## src/tbpc_pkg.sv

```systemverilog
`timescale 1ns / 1ps

package tbpc_pkg;

    localparam int CNT_W    = 16;
    localparam int EVENT_W  = 3;
    localparam int MAX_EV   = 3;
    localparam int CFG_IDX_W = 3;

    localparam logic [CNT_W-1:0] CNT_MAX = {CNT_W{1'b1}};

    // input command codes
    localparam logic CMD_TICK = 1'b0;
    localparam logic CMD_EDGE = 1'b1;

    // pin codes
    localparam logic [1:0] PIN_PWR  = 2'd0;
    localparam logic [1:0] PIN_USR  = 2'd1;
    localparam logic [1:0] PIN_PINT = 2'd2;

    // pin levels
    localparam logic LVL_PRESSED  = 1'b0;
    localparam logic LVL_RELEASED = 1'b1;

    // configuration register indexes
    localparam logic [CFG_IDX_W-1:0] REG_PWR_OFF_TICKS        = 3'd0;
    localparam logic [CFG_IDX_W-1:0] REG_PWR_SHORT_TICKS      = 3'd1;
    localparam logic [CFG_IDX_W-1:0] REG_USR_SHORT_TICKS      = 3'd2;
    localparam logic [CFG_IDX_W-1:0] REG_USR_MEDIUM_LOW_TICKS = 3'd3;
    localparam logic [CFG_IDX_W-1:0] REG_USR_XLONG_TICKS      = 3'd4;
    localparam logic [CFG_IDX_W-1:0] REG_CALIBRATE_PRESSES    = 3'd5;

    typedef enum logic [EVENT_W-1:0] {
        EV_PWR_SHORT  = 3'd0,
        EV_USR_SHORT  = 3'd1,
        EV_USR_MEDIUM = 3'd2,
        EV_CHIP_INT   = 3'd3,
        EV_USR_XLONG  = 3'd4,
        EV_CALIBRATE  = 3'd5,
        EV_PWR_LONG   = 3'd6
    } event_t;

    // events caused by one input transaction, in emission order
    typedef struct packed {
        logic [1:0]                       cnt;
        logic [MAX_EV-1:0][EVENT_W-1:0]   ev;
    } ev_bundle_t;

    function automatic logic [CNT_W-1:0] sat_inc(input logic [CNT_W-1:0] v);
        sat_inc = (v == CNT_MAX) ? v : v + {{(CNT_W-1){1'b0}}, 1'b1};
    endfunction

endpackage

```

## src/tbpc_core.sv

```systemverilog
`timescale 1ns / 1ps

module tbpc_core (
    input  logic                                aclk,
    input  logic                                aresetn,
    input  logic                                cfg_we,
    input  logic [tbpc_pkg::CFG_IDX_W-1:0]      cfg_index,
    input  logic [tbpc_pkg::CNT_W-1:0]          cfg_wdata,
    input  logic                                accept,
    input  logic                                cmd,
    input  logic [1:0]                          pin,
    input  logic                                level,
    output tbpc_pkg::ev_bundle_t                bundle,
    output logic                                push
);

    logic [tbpc_pkg::CNT_W-1:0] pwr_off_reg;
    logic [tbpc_pkg::CNT_W-1:0] pwr_short_reg;
    logic [tbpc_pkg::CNT_W-1:0] usr_short_reg;
    logic [tbpc_pkg::CNT_W-1:0] usr_med_low_reg;
    logic [tbpc_pkg::CNT_W-1:0] usr_xlong_reg;
    logic [tbpc_pkg::CNT_W-1:0] cal_presses_reg;

    logic                       pwr_level_reg, pwr_level_next;
    logic                       usr_level_reg, usr_level_next;
    logic [tbpc_pkg::CNT_W-1:0] pwr_cnt_reg, pwr_cnt_next;
    logic [tbpc_pkg::CNT_W-1:0] usr_cnt_reg, usr_cnt_next;
    logic [tbpc_pkg::CNT_W-1:0] press_total_reg, press_total_next;
    logic                       long_fired_reg, long_fired_next;

    // one flag per event source, compacted into the bundle below
    logic f_edge;
    logic f_xlong;
    logic f_cal;
    logic f_long;
    tbpc_pkg::event_t edge_ev;

    always_comb begin
        pwr_level_next   = pwr_level_reg;
        usr_level_next   = usr_level_reg;
        pwr_cnt_next     = pwr_cnt_reg;
        usr_cnt_next     = usr_cnt_reg;
        press_total_next = press_total_reg;
        long_fired_next  = long_fired_reg;
        f_edge  = 1'b0;
        f_xlong = 1'b0;
        f_cal   = 1'b0;
        f_long  = 1'b0;
        edge_ev = tbpc_pkg::EV_CHIP_INT;

        if (cmd == tbpc_pkg::CMD_EDGE) begin
            if (pin == tbpc_pkg::PIN_PWR) begin
                if (level != pwr_level_reg) begin
                    pwr_level_next = level;
                    if (level == tbpc_pkg::LVL_RELEASED) begin
                        if (pwr_cnt_reg < pwr_short_reg) begin
                            f_edge  = 1'b1;
                            edge_ev = tbpc_pkg::EV_PWR_SHORT;
                        end
                        long_fired_next = 1'b0;
                    end else begin
                        pwr_cnt_next = '0;
                    end
                end
            end else if (pin == tbpc_pkg::PIN_USR) begin
                if (level != usr_level_reg) begin
                    usr_level_next = level;
                    if (level == tbpc_pkg::LVL_RELEASED) begin
                        if (usr_cnt_reg != '0 && usr_cnt_reg < usr_short_reg) begin
                            f_edge  = 1'b1;
                            edge_ev = tbpc_pkg::EV_USR_SHORT;
                        end else if (usr_cnt_reg > usr_med_low_reg &&
                                     usr_cnt_reg < usr_xlong_reg) begin
                            f_edge  = 1'b1;
                            edge_ev = tbpc_pkg::EV_USR_MEDIUM;
                        end
                    end else begin
                        press_total_next = tbpc_pkg::sat_inc(press_total_reg);
                        usr_cnt_next     = '0;
                    end
                end
            end else if (pin == tbpc_pkg::PIN_PINT) begin
                f_edge  = 1'b1;
                edge_ev = tbpc_pkg::EV_CHIP_INT;
            end
        end else begin
            if (usr_level_reg == tbpc_pkg::LVL_PRESSED) begin
                usr_cnt_next = tbpc_pkg::sat_inc(usr_cnt_reg);
                f_xlong      = (usr_cnt_next >= usr_xlong_reg);
            end
            if (pwr_level_reg == tbpc_pkg::LVL_PRESSED) begin
                if (!long_fired_reg) begin
                    pwr_cnt_next = tbpc_pkg::sat_inc(pwr_cnt_reg);
                end
                if (pwr_cnt_next >= pwr_off_reg) begin
                    f_cal = (press_total_reg == cal_presses_reg) &&
                            (usr_level_reg == tbpc_pkg::LVL_PRESSED);
                    if (!long_fired_reg) begin
                        f_long          = 1'b1;
                        long_fired_next = 1'b1;
                    end
                end
            end
        end
    end

    // pack flagged events in order: edge/xlong, calibrate, power long
    always_comb begin
        bundle.cnt = 2'd0;
        bundle.ev  = '0;
        if (f_edge) begin
            bundle.ev[bundle.cnt] = edge_ev;
            bundle.cnt            = bundle.cnt + 2'd1;
        end
        if (f_xlong) begin
            bundle.ev[bundle.cnt] = tbpc_pkg::EV_USR_XLONG;
            bundle.cnt            = bundle.cnt + 2'd1;
        end
        if (f_cal) begin
            bundle.ev[bundle.cnt] = tbpc_pkg::EV_CALIBRATE;
            bundle.cnt            = bundle.cnt + 2'd1;
        end
        if (f_long) begin
            bundle.ev[bundle.cnt] = tbpc_pkg::EV_PWR_LONG;
            bundle.cnt            = bundle.cnt + 2'd1;
        end
    end

    assign push = accept && (bundle.cnt != 2'd0);

    always_ff @(posedge aclk) begin
        if (!aresetn) begin
            pwr_off_reg     <= 16'd200;
            pwr_short_reg   <= 16'd50;
            usr_short_reg   <= 16'd50;
            usr_med_low_reg <= 16'd200;
            usr_xlong_reg   <= 16'd500;
            cal_presses_reg <= 16'd2;
            pwr_level_reg   <= tbpc_pkg::LVL_RELEASED;
            usr_level_reg   <= tbpc_pkg::LVL_RELEASED;
            pwr_cnt_reg     <= '0;
            usr_cnt_reg     <= '0;
            press_total_reg <= '0;
            long_fired_reg  <= 1'b0;
        end else begin
            if (cfg_we) begin
                unique case (cfg_index)
                    tbpc_pkg::REG_PWR_OFF_TICKS:        pwr_off_reg     <= cfg_wdata;
                    tbpc_pkg::REG_PWR_SHORT_TICKS:      pwr_short_reg   <= cfg_wdata;
                    tbpc_pkg::REG_USR_SHORT_TICKS:      usr_short_reg   <= cfg_wdata;
                    tbpc_pkg::REG_USR_MEDIUM_LOW_TICKS: usr_med_low_reg <= cfg_wdata;
                    tbpc_pkg::REG_USR_XLONG_TICKS:      usr_xlong_reg   <= cfg_wdata;
                    tbpc_pkg::REG_CALIBRATE_PRESSES:    cal_presses_reg <= cfg_wdata;
                    default: ;
                endcase
            end
            if (accept) begin
                pwr_level_reg   <= pwr_level_next;
                usr_level_reg   <= usr_level_next;
                pwr_cnt_reg     <= pwr_cnt_next;
                usr_cnt_reg     <= usr_cnt_next;
                press_total_reg <= press_total_next;
                long_fired_reg  <= long_fired_next;
            end
        end
    end

endmodule

```

## src/tbpc_drain.sv

```systemverilog
`timescale 1ns / 1ps

module tbpc_drain (
    input  logic                                aclk,
    input  logic                                aresetn,
    input  tbpc_pkg::ev_bundle_t                bundle,
    input  logic                                push,
    output logic                                in_ready,
    output logic                                m_valid,
    input  logic                                m_ready,
    output logic [tbpc_pkg::EVENT_W-1:0]        m_event_res,
    output logic                                m_last
);

    localparam int DEPTH = 2;

    tbpc_pkg::ev_bundle_t       buf_reg [DEPTH];
    logic                       wr_ptr_reg, wr_ptr_next;
    logic                       rd_ptr_reg, rd_ptr_next;
    logic [1:0]                 fill_reg, fill_next;
    logic [1:0]                 idx_reg, idx_next;
    tbpc_pkg::ev_bundle_t       head;
    logic                       pop;

    assign head        = buf_reg[rd_ptr_reg];
    assign m_valid     = (fill_reg != 2'd0);
    assign m_event_res = head.ev[idx_reg];
    assign m_last      = ((idx_reg + 2'd1) == head.cnt);
    assign in_ready    = (fill_reg != 2'(DEPTH));

    // a bundle leaves once its final event transaction completes
    assign pop = m_valid && m_ready && m_last;

    always_comb begin
        wr_ptr_next = push ? ~wr_ptr_reg : wr_ptr_reg;
        rd_ptr_next = pop ? ~rd_ptr_reg : rd_ptr_reg;
        fill_next   = fill_reg + {1'b0, push} - {1'b0, pop};
        idx_next    = idx_reg;
        if (m_valid && m_ready) begin
            idx_next = m_last ? 2'd0 : idx_reg + 2'd1;
        end
    end

    always_ff @(posedge aclk) begin
        if (!aresetn) begin
            wr_ptr_reg <= 1'b0;
            rd_ptr_reg <= 1'b0;
            fill_reg   <= 2'd0;
            idx_reg    <= 2'd0;
        end else begin
            wr_ptr_reg <= wr_ptr_next;
            rd_ptr_reg <= rd_ptr_next;
            fill_reg   <= fill_next;
            idx_reg    <= idx_next;
        end
    end

    always_ff @(posedge aclk) begin
        if (push) begin
            buf_reg[wr_ptr_reg] <= bundle;
        end
    end

endmodule

```

## src/two_button_press_classifier.sv

```systemverilog
`timescale 1ns / 1ps

// Classifies power and user button presses from pin-edge and tick transactions and
// reports power short, user short/medium, interrupt, user extra-long, calibrate and
// power long events. An input transaction is taken every cycle as long as the two-entry
// event queue has room; its state update happens in the cycle it is accepted. Each
// input produces zero to three event transactions, delivered one per cycle while m_ready
// is high, in order with m_last marking the final one; the output side therefore sets
// the sustained rate when inputs cause several events. Inputs that cause no event never
// enter the queue. Threshold registers are written through cfg_we/cfg_index/cfg_wdata.
module two_button_press_classifier (
    input  logic                                aclk,
    input  logic                                aresetn,
    input  logic                                cfg_we,
    input  logic [tbpc_pkg::CFG_IDX_W-1:0]      cfg_index,
    input  logic [tbpc_pkg::CNT_W-1:0]          cfg_wdata,
    input  logic                                s_valid,
    output logic                                s_ready,
    input  logic                                s_cmd,
    input  logic [1:0]                          s_pin,
    input  logic                                s_level,
    output logic                                m_valid,
    input  logic                                m_ready,
    output logic [tbpc_pkg::EVENT_W-1:0]        m_event_res,
    output logic                                m_last
);

    tbpc_pkg::ev_bundle_t bundle;
    logic                 push;
    logic                 accept;

    assign accept = s_valid && s_ready;

    tbpc_core u_core (
        .aclk      (aclk),
        .aresetn   (aresetn),
        .cfg_we    (cfg_we),
        .cfg_index (cfg_index),
        .cfg_wdata (cfg_wdata),
        .accept    (accept),
        .cmd       (s_cmd),
        .pin       (s_pin),
        .level     (s_level),
        .bundle    (bundle),
        .push      (push)
    );

    tbpc_drain u_drain (
        .aclk        (aclk),
        .aresetn     (aresetn),
        .bundle      (bundle),
        .push        (push),
        .in_ready    (s_ready),
        .m_valid     (m_valid),
        .m_ready     (m_ready),
        .m_event_res (m_event_res),
        .m_last      (m_last)
    );

endmodule
```

## config.mk

```make
export PLATFORM = sky130hd
export DESIGN_NAME = two_button_press_classifier
export DESIGN_NICKNAME = d
export VERILOG_FILES = /design/src/tbpc_pkg.sv /design/src/tbpc_core.sv /design/src/tbpc_drain.sv /design/src/two_button_press_classifier.sv
export SDC_FILE = /design/constraint.sdc
export NUM_CORES = 1
export LEC_CHECK = 0
export ABC_CLOCK_PERIOD_IN_PS = 5700
export BUFFER_PORTS_ARGS = -buffer_cell sky130_fd_sc_hd__buf_2
export CORE_ASPECT_RATIO = 0.8
export CORE_MARGIN = 2
export CORE_UTILIZATION = 42
export DETAILED_ROUTE_END_ITERATION = 10
export SLEW_MARGIN = 10
export SYNTH_ARGS = -nofsm -noshare
export SYNTH_HDL_FRONTEND = slang
export SYNTH_SLANG_ARGS = --single-unit
```

## constraint.sdc

```tcl
create_clock -name aclk -period 5.7 [get_ports aclk]
set_input_delay 0.855 -clock aclk [delete_from_list [all_inputs] [get_ports aclk]]
set_output_delay 0.855 -clock aclk [all_outputs]
set_load 0.02 [all_outputs]
```

==> results.sh <==
export IMPL_vias_per_cell=5.39
export IMPL_required_ps=5820
export IMPL_clockPowerShare=0.444
export IMPL_syn_inst=1233
export IMPL_avgSynthCellArea_um2=8.43
export IMPL_start_util=0.427
export IMPL_grt_max_degree=79
export IMPL_power_leakage_nw=4.76
export IMPL_crit_path_end_kind="register"
export IMPL_area_growth_syn_to_layout_pct=11.7
export IMPL_yosysMostFrequentCell="nand2_1"
export IMPL_placed_area_um2=11000
export IMPL_wire_per_inst_um=17.4
export IMPL_p_total_mw=2.60
export IMPL_worst_ep_arrival_time_ps=5340
export IMPL_drive_gt1_frac=0.0997
export IMPL_final_setup_tns_ps=0
export IMPL_routabilityCongestion=0.874
export IMPL_period_share=0.916
export IMPL_netlist_area_leader_share=0.297
export IMPL_status="complete, no violations"
export IMPL_period_needed_ps=5220
export IMPL_multiInputGateArea_um2=6140
export IMPL_clkLatencyLatePin_ps=450
export IMPL_async_flop_share=0
export IMPL_hpwl_mm=20.2
export IMPL_hold_class="reg2reg"
export IMPL_synth_main_ff_cell="dfxtp_1"
export IMPL_rsz0062_at_grt="no"
export IMPL_drc=0
export IMPL_cts_buffer_depth=2
export IMPL_worst_path_most_repeated_cell="ha_1"
export IMPL_yosysWarningCount=0
export IMPL_cp_slowest_stage_delay_ps=470
export IMPL_setup_violations=0
export IMPL_synth_seq_area_share=0.360
export IMPL_yosys_cell_types_count=74
export IMPL_cp_max_fo=11
export IMPL_antenna_found_initial=0
export IMPL_synth_edf_count=22
export IMPL_synthTopCellsByArea="dfxtp_1, ha_1, nand2_1, edfxtp_1, a21boi_0"
export IMPL_synth_top_area_cell="dfxtp_1"
export IMPL_clk_pin_slew_ps=80
export IMPL_rrSetupSlack_ps=480
export IMPL_slew_headroom=0.243
export IMPL_die_h_um=145
export IMPL_cts_htree_levels=4
export IMPL_power_density_nw_per_um2=224
export IMPL_postCtsHoldBufs=0
export IMPL_p_int_mw=1.91
export IMPL_die_area_um2=26000
export IMPL_switching_share=0.267
export IMPL_worstPathCellList="ha_1 > nand3_1 > nor2_1 > a21oi_4 > and4_4 > and3_1 > xor2_1 > ha_1 > a211oi_1 > nor2_1 > a211oi_2 > o211ai_1 > nand4_1 > inv_1 > ha_1 > ha_1 > and2_1 > a221oi_1 > o21a_1 > and2_2"
export IMPL_largest_reg_flops=22
export IMPL_core_rowCount=51
export IMPL_fmax_mhz=191
export IMPL_grt_pass1_wl_mm=44.6
export IMPL_die_w_um=180
export IMPL_fin_nets=1403
export IMPL_seqCellArea_um2=3740
export IMPL_core_area_um2=24300
export IMPL_synth_seq_cells=176
export IMPL_worstMarginPinSlew_ps=1130
export IMPL_ir_drop_uv=172
export IMPL_p_switching_mw=0.692
export IMPL_vias=8641
export IMPL_clock_sinks=176
export IMPL_crit_family="simple AND/OR/NAND/NOR gates"
export IMPL_synth_commonest_cells="nand2_1, dfxtp_1, ha_1"
export IMPL_critPathLaunchType="register"
export IMPL_hold_violations=0
export IMPL_grt_overflow_total=0
export IMPL_crit_type="reg2reg"
export IMPL_pwr_share_seq=0.493
export IMPL_maxSlewViolCount=0
export IMPL_netlist_area_um2=10400
export IMPL_skew_ps=11.2
export IMPL_drtIter0Drc=624
export IMPL_routed_wl_mm=27.8
export IMPL_dr_pass1_iters=5
export IMPL_worst_path_buf_inv=1
export IMPL_nFillCells=2339
export IMPL_stdcell_area_um2=11600
export IMPL_diodes=0
export IMPL_clockRootBuffer="clkbuf_16"
export IMPL_cts_tree="yes"
export IMPL_grt_pass1_vias=7913
export IMPL_port_buffers=33
export IMPL_postRouteAntennaNets=0
export IMPL_utilization=0.477
export IMPL_numCtsBuffers=17
export IMPL_combinationalPowerShare=0.063
export IMPL_grt_usage=0.220
export IMPL_drv_cap=0
export IMPL_cp_slowest_cell="dfxtp_1"
export IMPL_io_pins=34
[what timing repair did]
item                                   CTS  global route
setup endpoints to repair                0            24
setup buffers                            0             1
resized for setup                        0             5
endpoints found under the hold margin    0             0
[final cells by class]
| type | instances | area share |
|---|---|---|
| inverter | 95 | 0.0307 |
| tap | 318 | 0.0343 |
| timing repair buffer | 62 | 0.0332 |
| sequential | 176 | 0.323 |
| multi-input combinational | 919 | 0.529 |
| clock inverter | 15 | 0.0129 |
| clock buffer | 17 | 0.0367 |
[power by group through the flow]
stage	registers [mW]	logic, mW	clock network, mW
6_report	1.28	0.164	1.15
5_1_grt	1.28	0.182	1.23
2_1_floorplan	1.31	0.0982	0
4_1_cts	1.28	0.163	1.17
3_3_place_gp	1.31	0.161	0
3_5_place_dp	1.31	0.163	0
[tightest hold or removal path: cells and delay by family, from the launching register on]
family           cells  cell delay (ps)
AND/OR/NAND/NOR      1               40
flip-flops           1              310
AO/OA/AOI/OAI        1               60
[layout by cell type (no fill, tap or decap), types with 24 or more instances in the layout]
| master | count |
|---|---|
| xnor2_1 | 30 |
| nor2_1 | 53 |
| o211ai_1 | 26 |
| inv_1 | 95 |
| a21oi_1 | 36 |
| buf_4 | 30 |
| nand2_1 | 255 |
| a21boi_0 | 78 |
| o21ai_0 | 28 |
| buf_2 | 32 |
| ha_1 | 104 |
| nand3_1 | 24 |
| xor2_1 | 28 |
| dfxtp_1 | 153 |
[per-stage QoR]
step,instances,hold slack [ps],setup WS [ps]
after floorplan,1234,443,690
after global placement,1569,452,270
after detailed placement,1569,458,146
after CTS,1601,467,92.1
after global routing,1602,482,28.1
final,1602,464,477
[kinds of logic (layout without fill, tap and decap cells)]
logic type | count (synthesis) | after routing | share of synthesized area
AND/OR/NAND/NOR | 487 | 487 | 0.225
flip-flops | 176 | 176 | 0.360
AO/OA/AOI/OAI | 250 | 250 | 0.167
adder cells (fa/ha/maj) | 104 | 104 | 0.125
other | 1 | 2 | 0.000361
XOR/XNOR | 58 | 58 | 0.0489
buffers and inverters | 139 | 189 | 0.0512
multiplexers | 18 | 18 | 0.0217
[worst paths after layout]
| kind | startpoint | to | cells after the start |
|---|---|---|---|
| worst max-delay path | u_core.pwr_cnt_reg[0] | u_drain.buf_reg[0][4] | 20 |
| worst max register to register | u_core.pwr_cnt_reg[0] | u_drain.buf_reg[0][4] | 20 |
| worst min-delay path | u_core.usr_short_reg[7] | u_core.usr_short_reg[7] | 2 |
| worst min register to register | u_core.usr_short_reg[7] | u_core.usr_short_reg[7] | 2 |
[metal layers]
metal / GRT usage / part of all wire / routed length (um)
met5: 0 / 0 / 0
met4: 0.0522 / 0.011 / 299
met3: 0.0355 / 0.055 / 1530
met2: 0.322 / 0.41 / 11500
met1: 0.335 / 0.52 / 14500
(Power assumes the default switching activity.)
